**src/sv/krt_pkg.sv**
```systemverilog
`timescale 1ns / 1ps
`default_nettype none
// ----------------------------------------------------------------------------
// krt_pkg
// Types and constants shared by the keyed record table core and its store.
// ----------------------------------------------------------------------------
package krt_pkg;

  localparam int DEF_CAPACITY = 32;
  localparam int FILL_W       = 6;

  typedef enum logic [1:0] {
    CMD_INSERT = 2'd0,
    CMD_LOOKUP = 2'd1,
    CMD_DELETE = 2'd2,
    CMD_NONE   = 2'd3
  } cmd_t;

  typedef enum logic [2:0] {
    ST_IDLE,
    ST_SCAN,
    ST_MOVE_RD,
    ST_MOVE_WR,
    ST_RESP
  } state_t;

  typedef struct packed {
    logic [31:0] key;
    logic [23:0] price;
    logic [4:0]  day;
    logic [3:0]  month;
    logic [13:0] year;
  } record_t;

  typedef struct packed {
    logic [1:0]  cmd;
    logic [31:0] key;
    logic [23:0] price_in;
    logic [4:0]  day_in;
    logic [3:0]  month_in;
    logic [13:0] year_in;
  } in_word_t;

  typedef struct packed {
    logic              hit;
    logic [31:0]       key_out;
    logic [23:0]       price_out;
    logic [4:0]        day_out;
    logic [3:0]        month_out;
    logic [13:0]       year_out;
    logic [FILL_W-1:0] fill;
  } out_word_t;

endpackage
`default_nettype wire

```
**src/sv/krt_store.sv**
```systemverilog
`timescale 1ns / 1ps
`default_nettype none
// ----------------------------------------------------------------------------
// krt_store
// Record memory: one write port, one read port with registered read data.
// ----------------------------------------------------------------------------
module krt_store #(
  parameter int DEPTH  = krt_pkg::DEF_CAPACITY,
  parameter int ADDR_W = $clog2(DEPTH)
) (
  input  wire                    clk,
  input  wire                    wr_en,
  input  wire  [ADDR_W-1:0]      wr_addr,
  input  wire  krt_pkg::record_t wr_data,
  input  wire  [ADDR_W-1:0]      rd_addr,
  output krt_pkg::record_t       rd_data
);
  import krt_pkg::*;

  record_t mem [DEPTH];

  always_ff @(posedge clk) begin
    if (wr_en) begin
      mem[wr_addr] <= wr_data;
    end
  end

  always_ff @(posedge clk) begin
    rd_data <= mem[rd_addr];
  end

endmodule
`default_nettype wire

```
**src/sv/keyed_record_table_core.sv**
```systemverilog
`timescale 1ns / 1ps
`default_nettype none
// ----------------------------------------------------------------------------
// keyed_record_table_core
// Unsorted record table with append insert, linear lookup and swap delete.
// ----------------------------------------------------------------------------
// Usage:
//   Input channel in_valid / in_stall / in_data carries one command word
//   (insert, lookup, delete, or the unused code which does nothing).
//   Output channel out_valid / out_stall / out_data gives exactly one result
//   word per command: hit flag, found record on a lookup hit, and the fill.
//   One command is in flight at a time; in_stall is low only when idle.
//   Insert, the unused code and any command on an empty table go from
//   acceptance through the result register to the output register. Lookup
//   and delete walk the slots through one memory read port and one key
//   comparator, one slot per cycle, pipelined against the registered read;
//   a delete that moves the last record into the hole adds an extra read and
//   write. The next command is taken the cycle after a result is loaded.
//   The output register frees the core: the next command is taken while a
//   result still waits under out_stall, and only the next result waits.
//   Reset empties the table (count to zero); record contents are not
//   cleared and are never read before being written.
// ----------------------------------------------------------------------------
module keyed_record_table_core #(
  parameter int CAPACITY = krt_pkg::DEF_CAPACITY
) (
  input  wire                      clk,
  input  wire                      rst_n,
  input  wire                      in_valid,
  output logic                     in_stall,
  input  wire  krt_pkg::in_word_t  in_data,
  output logic                     out_valid,
  input  wire                      out_stall,
  output krt_pkg::out_word_t       out_data
);
  import krt_pkg::*;

  localparam int ADDR_W = $clog2(CAPACITY);
  localparam int CNT_W  = $clog2(CAPACITY + 1);

  state_t            state_r, state_nxt;
  logic [CNT_W-1:0]  count_r, count_nxt;
  logic [ADDR_W-1:0] idx_r, idx_nxt;
  logic [ADDR_W-1:0] cmp_r, cmp_nxt;
  logic              pend_r, pend_nxt;
  logic              del_r, del_nxt;
  logic [31:0]       key_r, key_nxt;
  out_word_t         res_r, res_nxt;
  logic              out_valid_r, out_valid_nxt;
  out_word_t         out_r, out_nxt;

  logic              mem_we;
  logic [ADDR_W-1:0] mem_wa;
  record_t           mem_wd;
  logic [ADDR_W-1:0] mem_ra;
  record_t           rd_data;

  logic              accept;
  logic              full;
  logic              empty;
  logic              match;
  logic              at_last;
  logic              load;
  logic [CNT_W-1:0]  count_dec;
  logic [CNT_W-1:0]  count_inc;
  logic [ADDR_W-1:0] last_idx;
  logic [FILL_W-1:0] fill_now, fill_dec, fill_inc;

  function automatic logic [FILL_W-1:0] to_fill(input logic [CNT_W-1:0] c);
    logic [CNT_W+FILL_W-1:0] wide;
    wide = {{FILL_W{1'b0}}, c};
    return wide[FILL_W-1:0];
  endfunction

  krt_store #(
    .DEPTH  (CAPACITY),
    .ADDR_W (ADDR_W)
  ) u_store (
    .clk     (clk),
    .wr_en   (mem_we),
    .wr_addr (mem_wa),
    .wr_data (mem_wd),
    .rd_addr (mem_ra),
    .rd_data (rd_data)
  );

  assign accept    = (state_r == ST_IDLE) && in_valid;
  assign full      = (count_r == CNT_W'(CAPACITY));
  assign empty     = (count_r == '0);
  assign count_dec = count_r - CNT_W'(1);
  assign count_inc = count_r + CNT_W'(1);
  assign last_idx  = count_dec[ADDR_W-1:0];
  assign match     = pend_r && (rd_data.key == key_r);
  assign at_last   = (cmp_r == last_idx);
  assign load      = (state_r == ST_RESP) && (!out_valid_r || !out_stall);
  assign fill_now  = to_fill(count_r);
  assign fill_dec  = to_fill(count_dec);
  assign fill_inc  = to_fill(count_inc);

  // next state
  always_comb begin
    state_nxt = state_r;
    unique case (state_r)
      ST_IDLE: begin
        if (accept) begin
          if ((in_data.cmd == CMD_LOOKUP || in_data.cmd == CMD_DELETE) && !empty) begin
            state_nxt = ST_SCAN;
          end else begin
            state_nxt = ST_RESP;
          end
        end
      end
      ST_SCAN: begin
        if (match) begin
          state_nxt = (del_r && !at_last) ? ST_MOVE_RD : ST_RESP;
        end else if (pend_r && at_last) begin
          state_nxt = ST_RESP;
        end
      end
      ST_MOVE_RD: state_nxt = ST_MOVE_WR;
      ST_MOVE_WR: state_nxt = ST_RESP;
      ST_RESP: begin
        if (load) begin
          state_nxt = ST_IDLE;
        end
      end
      default: state_nxt = ST_IDLE;
    endcase
  end

  // datapath and memory control
  always_comb begin
    count_nxt = count_r;
    idx_nxt   = idx_r;
    cmp_nxt   = cmp_r;
    pend_nxt  = pend_r;
    del_nxt   = del_r;
    key_nxt   = key_r;
    res_nxt   = res_r;
    mem_we    = 1'b0;
    mem_wa    = count_r[ADDR_W-1:0];
    mem_wd    = '{key: in_data.key, price: in_data.price_in, day: in_data.day_in,
                  month: in_data.month_in, year: in_data.year_in};
    mem_ra    = idx_r;
    out_nxt   = out_r;
    out_valid_nxt = out_valid_r && out_stall;

    unique case (state_r)
      ST_IDLE: begin
        if (accept) begin
          key_nxt      = in_data.key;
          del_nxt      = (in_data.cmd == CMD_DELETE);
          idx_nxt      = '0;
          pend_nxt     = 1'b0;
          res_nxt      = '0;
          res_nxt.fill = fill_now;
          if (in_data.cmd == CMD_INSERT && !full) begin
            mem_we       = 1'b1;
            count_nxt    = count_inc;
            res_nxt.hit  = 1'b1;
            res_nxt.fill = fill_inc;
          end
        end
      end
      ST_SCAN: begin
        // read slot idx while comparing the word read last cycle
        mem_ra   = idx_r;
        idx_nxt  = idx_r + ADDR_W'(1);
        cmp_nxt  = idx_r;
        pend_nxt = 1'b1;
        if (match) begin
          cmp_nxt     = cmp_r;
          res_nxt.hit = 1'b1;
          if (!del_r) begin
            res_nxt.key_out   = rd_data.key;
            res_nxt.price_out = rd_data.price;
            res_nxt.day_out   = rd_data.day;
            res_nxt.month_out = rd_data.month;
            res_nxt.year_out  = rd_data.year;
          end else if (at_last) begin
            count_nxt    = count_dec;
            res_nxt.fill = fill_dec;
          end
        end
      end
      ST_MOVE_RD: begin
        mem_ra = last_idx;
      end
      ST_MOVE_WR: begin
        // last record fills the hole
        mem_we       = 1'b1;
        mem_wa       = cmp_r;
        mem_wd       = rd_data;
        count_nxt    = count_dec;
        res_nxt.fill = fill_dec;
      end
      ST_RESP: begin
        if (load) begin
          out_nxt       = res_r;
          out_valid_nxt = 1'b1;
        end
      end
      default: ;
    endcase
  end

  always_ff @(posedge clk) begin
    if (!rst_n) begin
      state_r     <= ST_IDLE;
      count_r     <= '0;
      pend_r      <= 1'b0;
      out_valid_r <= 1'b0;
    end else begin
      state_r     <= state_nxt;
      count_r     <= count_nxt;
      pend_r      <= pend_nxt;
      out_valid_r <= out_valid_nxt;
    end
  end

  always_ff @(posedge clk) begin
    idx_r <= idx_nxt;
    cmp_r <= cmp_nxt;
    del_r <= del_nxt;
    key_r <= key_nxt;
    res_r <= res_nxt;
    out_r <= out_nxt;
  end

  assign in_stall  = (state_r != ST_IDLE);
  assign out_valid = out_valid_r;
  assign out_data  = out_r;

`ifndef SYNTHESIS
  a_count_range: assert property (@(posedge clk) disable iff (!rst_n)
    count_r <= CNT_W'(CAPACITY))
    else $error("record count beyond capacity");

  a_busy_after_accept: assert property (@(posedge clk) disable iff (!rst_n)
    accept |=> (state_r != ST_IDLE))
    else $error("core idle straight after taking a command");

  a_scan_nonempty: assert property (@(posedge clk) disable iff (!rst_n)
    (state_r == ST_SCAN) |-> !empty)
    else $error("scan running on an empty table");

  a_move_needs_two: assert property (@(posedge clk) disable iff (!rst_n)
    (state_r == ST_MOVE_WR) |-> (count_r >= CNT_W'(2)) && (cmp_r != last_idx))
    else $error("swap delete on the last slot");
`endif

endmodule
`default_nettype wire

```
**config.mk**
```make
export PLATFORM = sky130hd
export DESIGN_NAME = keyed_record_table_core
export DESIGN_NICKNAME = d
export VERILOG_FILES = /design/src/sv/krt_pkg.sv /design/src/sv/krt_store.sv /design/src/sv/keyed_record_table_core.sv
export SDC_FILE = /design/constraint.sdc
export NUM_CORES = 2
export LEC_CHECK = 0
export BUFFER_PORTS_ARGS = -buffer_cell sky130_fd_sc_hd__buf_2
export CORE_UTILIZATION = 55
export CTS_CLUSTER_SIZE = 20
export DETAILED_ROUTE_END_ITERATION = 12
export PLACE_DENSITY_LB_ADDON = 0.05
export SLEW_MARGIN = 20
export SYNTH_ARGS = -nofsm -noshare
export SYNTH_HDL_FRONTEND = slang
export SYNTH_HIERARCHICAL = 1
export SYNTH_SLANG_ARGS = --single-unit
```
**constraint.sdc**
```tcl
create_clock -name clk -period 10.57 [get_ports clk]
set_input_delay 0.5285 -clock clk [delete_from_list [all_inputs] [get_ports clk]]
set_output_delay 0.5285 -clock clk [all_outputs]
set_load 0.03 [all_outputs]
```
-- Word-level counts from Yosys, hierarchy flattened
Memories as Yosys holds them, arrays and structs flattened. A register that Yosys moved wholly into a read port is not among the register bits.
Cells that the tools add are included.
- bits in registers: 226
- RAM bits: 2528
- output and inout port bits: 88
- memories kept: 1
- add/sub/neg operators: 3
- eq/ne operators: 16
- multiplexer cells: 32
- bitwise operators: 1
- reduce and logical (&&, ||, !) cells: 29
- memory list (memory ; depth ; width ; rd ports ; clocked after memory_dff ; wr ports ; RTL line ; text):
    u_store.mem ; 32 ; 79 ; 1 ; 1 ; 1 ; krt_store.sv:20 ; record_t mem [DEPTH];
- operator list (kind ; count):
    two-way mux 86 bit ; 2
    one-hot mux 80 bit (2 select lines) ; 1
    two-way mux 79 bit ; 2
    one-hot mux 6 bit (3 select lines) ; 2
    equality test 32 bit ; 1
    two-way mux 6 bit ; 5
    two-way mux 3 bit ; 6
    two-way mux 5 bit ; 3
    one-hot mux 3 bit (5 select lines) ; 1
    inequality test 2 bit, second input constant ; 6
    one-hot mux 5 bit (2 select lines) ; 1
    logical AND 1 bit ; 8
    AND reduction 2 bit ; 4
    two-way mux 1 bit ; 7
    adder 6 x 1 -> 6 bit, second input constant ; 1
    equality test 3 x 2 -> 1 bit, second input constant ; 2
    equality test 6 bit, second input constant ; 1
    logical NOT 6 bit ; 1
    AND reduction 3 bit ; 2
    nonzero test 3 bit ; 2
    subtractor 6 x 1 -> 6 bit, second input constant ; 1
    adder 5 x 1 -> 5 bit, second input constant ; 1
    equality test 5 bit ; 1
    logical NOT 1 bit ; 5
    other kinds (13) ; 15

-- Logic depth before layout (Yosys ltp)
- depth after elaboration: 8
- depth in mapped cells: 14
- mapped depth without buffers: 9

-- Cells and area by module
The synthesis kept the hierarchy.
- modules (own cells, without submodules) (module ; times used ; cells an instance ; area each (um^2)):
    krt_store ; 1 ; 4634 ; 97712.5
    keyed_record_table_core ; 1 ; 604 ; 9481.6

-- Worst setup path before layout
Ideal clock, no wire load.
- path kind: reg-to-reg
- start point: reg state_r[0]
- end point: mem u_store/mem[12][0] in the netlist's numbering (enable)
- data arrival time: 5622 ps
- slack: 4430 ps
- stages on the path, launching flop included: 9
- buffers on the path: 3
- clock period less this slack: 6140 ps
- path through: dfxtp_1 nor2b_1 nand2_1 clkbuf_1 clkbuf_1 mux2_2 or3b_2 clkbuf_1 nor2_1
- elaborated cells between the ends (all ways): 8
- RTL lines (element ; RTL line ; text):
    from (decl) ; keyed_record_table_core.sv:41 ; state_t state_r, state_nxt;
    from (signal assigned) ; keyed_record_table_core.sv:214 ; state_r <= state_nxt;
    equality test 3 x 2 -> 1 bit ; keyed_record_table_core.sv:148 ; unique case (state_r)
    two-way mux 5 bit ; keyed_record_table_core.sv:148 ;
    net mem_wa[1] ; keyed_record_table_core.sv:53 ; logic [ADDR_W-1:0] mem_wa;
    to (decl) ; krt_store.sv:20 ;
The timed path passes the listed nets, and every way through them passes these cells.

-- Worst setup path in the final report
- start point: reg state_r[0]
- end point: mem u_store/mem[9][40] in the netlist's numbering (enable)
Same word-level chain as after synthesis.

==> flow_summary_export.csv <==
group,metric,value,unit
outcome,status,"finished, final reports clean",
floorplan,initial_core_util,55.5,%
floorplan,rows,161,
logic_synthesis,synthFlopType,"edfxtp_1",
timing,setup_ws,4.06,ns
logic_synthesis,async_flop_share,0,%
routing,via_count,53800,
place,place_inst,7764,
timing,fmax,154,MHz
clock_tree,cts_setup_buffers,0,
clock_tree,cts_tree,"done",
timing,maxSlewHeadroom,21.0,%
place,dpl_worst_slack,4.10,ns
clock_tree,cts_max_level,5,
timing,maxSlewViolCount,0,
logic_synthesis,ys_warn_count,6,
setup_path,critPathSlowestCell,"nor2_4",
logic_synthesis,synth-edff-count,2743,
setup_path,cp_common_cell,"buf_4",
place,gp_congestion,0.813,
logic_synthesis,ys_ff_latch,2833,
setup_path,critPathKind,"flip-flop to flip-flop",
clock_tree,clock_tree.buffer_depth,4,
setup_path,cp.arrival,7.05,ns
final_layout,final_cell_mix,"edfxtp_1 (2743), mux2i_1 (633), a22oi_1 (405)",
timing,finalHoldViolations,0,
place,io_buffers,172,
final_layout,drive_above_1_share,20.0,%
worst_hold_path,hold_class,"primary input to flip-flop",
pwr,ir_worst_vdd,0.131,mV
timing,holdWs,0.106,ns
logic_synthesis,synth_area,0.107,sq mm
pwr,power,24.2,mW
pwr,p_leak,39.5,nW
logic_synthesis,syn_avg_cell_area,20.5,sq um
logic_synthesis,synthCells,5238,
routing,drcViolationCount,0,
clock_tree,cts_hold_buf,35,
global_routing,grt_util_all_layers,28.8,%
floorplan,ioPinCount,173,
setup_path,start_kind,"flip-flop",
routing,drtPass1Iterations,5,
floorplan,die_height,443,um
clock_tree,worstSkewPairLatency,0.93,ns
final_layout,utilization,62.6,%
floorplan,core-area,0.193,sq mm
setup_path,cpPeakStageDelay,1.02,ns
global_routing,grt_max_degree,102,
timing,fin_crit_sh,61.6,%
clock_tree,clock-root-buffer,"clkbuf_16",
setup_path,end_kind,"flip-flop",
timing,setup_viol,0,
logic_synthesis,ys_types,55,
final_layout,final_cells,8314,
routing,ant_nets,0,
timing,rsz0062_at_grt,"false",
logic_synthesis,ys_seq_area_share,78.5,%
final_layout,syn_to_final_growth,12.6,%
clock_tree,cts_resized,0,
setup_path,critPathRequiredTime,11.12,ns
setup_path,cp_cell_sequence,"nor2b_4, nand2_4, buf_4, mux2_2, nand3b_1, nor2_4, buf_4, buf_4",
routing,wl_per_cell,34.0,um
global_routing,grt_pass1_vias,53400,
timing,period_needed,6.51,ns
clock_tree,cts_buffers,298,
setup_path,critPathMaxFanout,45,
floorplan,die_w,443,um
final_layout,mostFrequentLayoutCell,"edfxtp_1",
routing,viasPerCell,6.47,
timing,setup_tns,0,ns
place,detailed_place.area,0.111,sq mm
timing,worst_clock_skew,0.0444,ns
global_routing,grt_overflow,0,
logic_synthesis,synthesis.nets,5329,
global_routing,antenna_found_initial,12,
global_routing,grt_pass1_wl,398,mm
floorplan,dieArea,0.197,sq mm
routing,drtIter0Drc,5896,
flow_run,maxCapViolations,0,
clock_tree,path_clk_slew,0.06,ns
timing,worst_slew_pin_slew,1.19,ns
routing,wl,283,mm
pwr,powerDensity,200,mW/mm^2
final_layout,nets,5664,
clock_tree,cts_sinks,2833,
place,place_hpwl,159,mm
final_layout,postLayoutCellArea,0.121,sq mm
power by group:
group          internal, mW  leakage, nW  switching [mW]
clock network          5.79         4.45            4.09
registers              12.5         25.6           0.148
logic                 0.550         9.44            1.11
synth_stat cells, types with 10 or more instances:
library cell  count  area share (%)
edfxtp_1       2743              77
mux2i_1         633             5.9
a22oi_1         405             2.8
mux4_2          316             6.6
nand3_1         158            0.74
clkbuf_1        153            0.54
buf_2            91            0.42
dfxtp_1          90             1.7
mux2_2           84            0.88
and3_1           82            0.48
a31oi_1          57            0.33
nor2_1           57            0.20
a22o_1           51            0.42
nand2_1          42            0.15
nand4_1          39            0.23
xor2_1           38            0.31
buf_6            28            0.29
a21oi_1          20           0.093
buf_4            19            0.13
nor2b_1          18            0.11
xnor2_1          10           0.082
cell type report:
cell class,instances,area [sq um]
fillers,13400,72300
multi-input cells,2096,21900
inverters,9,36.3
diodes,7,17.5
well taps,2526,3160
clock inverters,94,803
repair buffers,335,2330
clock buffers,414,8280
flip-flops and latches,2833,84200
registers in the layout (all words and copies together), names as in the netlist, 3 cells and up:
signal	cells
cmp_r	5
count_r	6
idx_r	5
key_r	32
out_data	86
res_r	86
state_r	3
u_store/mem	2528
u_store/rd_data	79
cell families (layout without fill, tap and decap cells):
family / count (synthesis) / after routing / synth area share [%]
fa+ha+maj: 6 / 6 / 0.0700
xor+xnor: 50 / 50 / 0.428
mux: 1033 / 1033 / 13.4
simple gates: 446 / 446 / 2.22
flops: 2833 / 2833 / 78.5
other cells: 0 / 7 / 0
buf+inv: 309 / 852 / 1.45
compound gates: 561 / 561 / 3.88
layer usage:
layer	vias to the layer above	part of all wire [%]	global-route usage [%]
met2	2239	48	45.3
met3	390	7.9	5.90
met5	-	0.0074	0
met4	4	2.6	7.94
met1	28800	42	41.4
li1	22400	-	-
worst paths after layout:
path,startpoint,end,slack (ns),cells after the start
hold / removal,in_data[79],del_r$_DFFE_PP_,0.11,3
hold reg to reg,res_r[14]$_SDFFCE_PN0P_,out_data[14]$_DFFE_PP_,0.40,0
setup reg to reg,state_r[0]$_SDFFE_PN0P_,u_store/mem[9][40]$_DFFE_PP_,4.06,8
setup / recovery,state_r[0]$_SDFFE_PN0P_,u_store/mem[9][40]$_DFFE_PP_,4.06,8
critical path, delay by kind of cell, from the launching register on:
family        cells  cell delay, ns
simple gates      4            3.31
flops             1            0.46
buf+inv           3            1.82
mux               1            0.43
(Power assumes the default switching activity.)
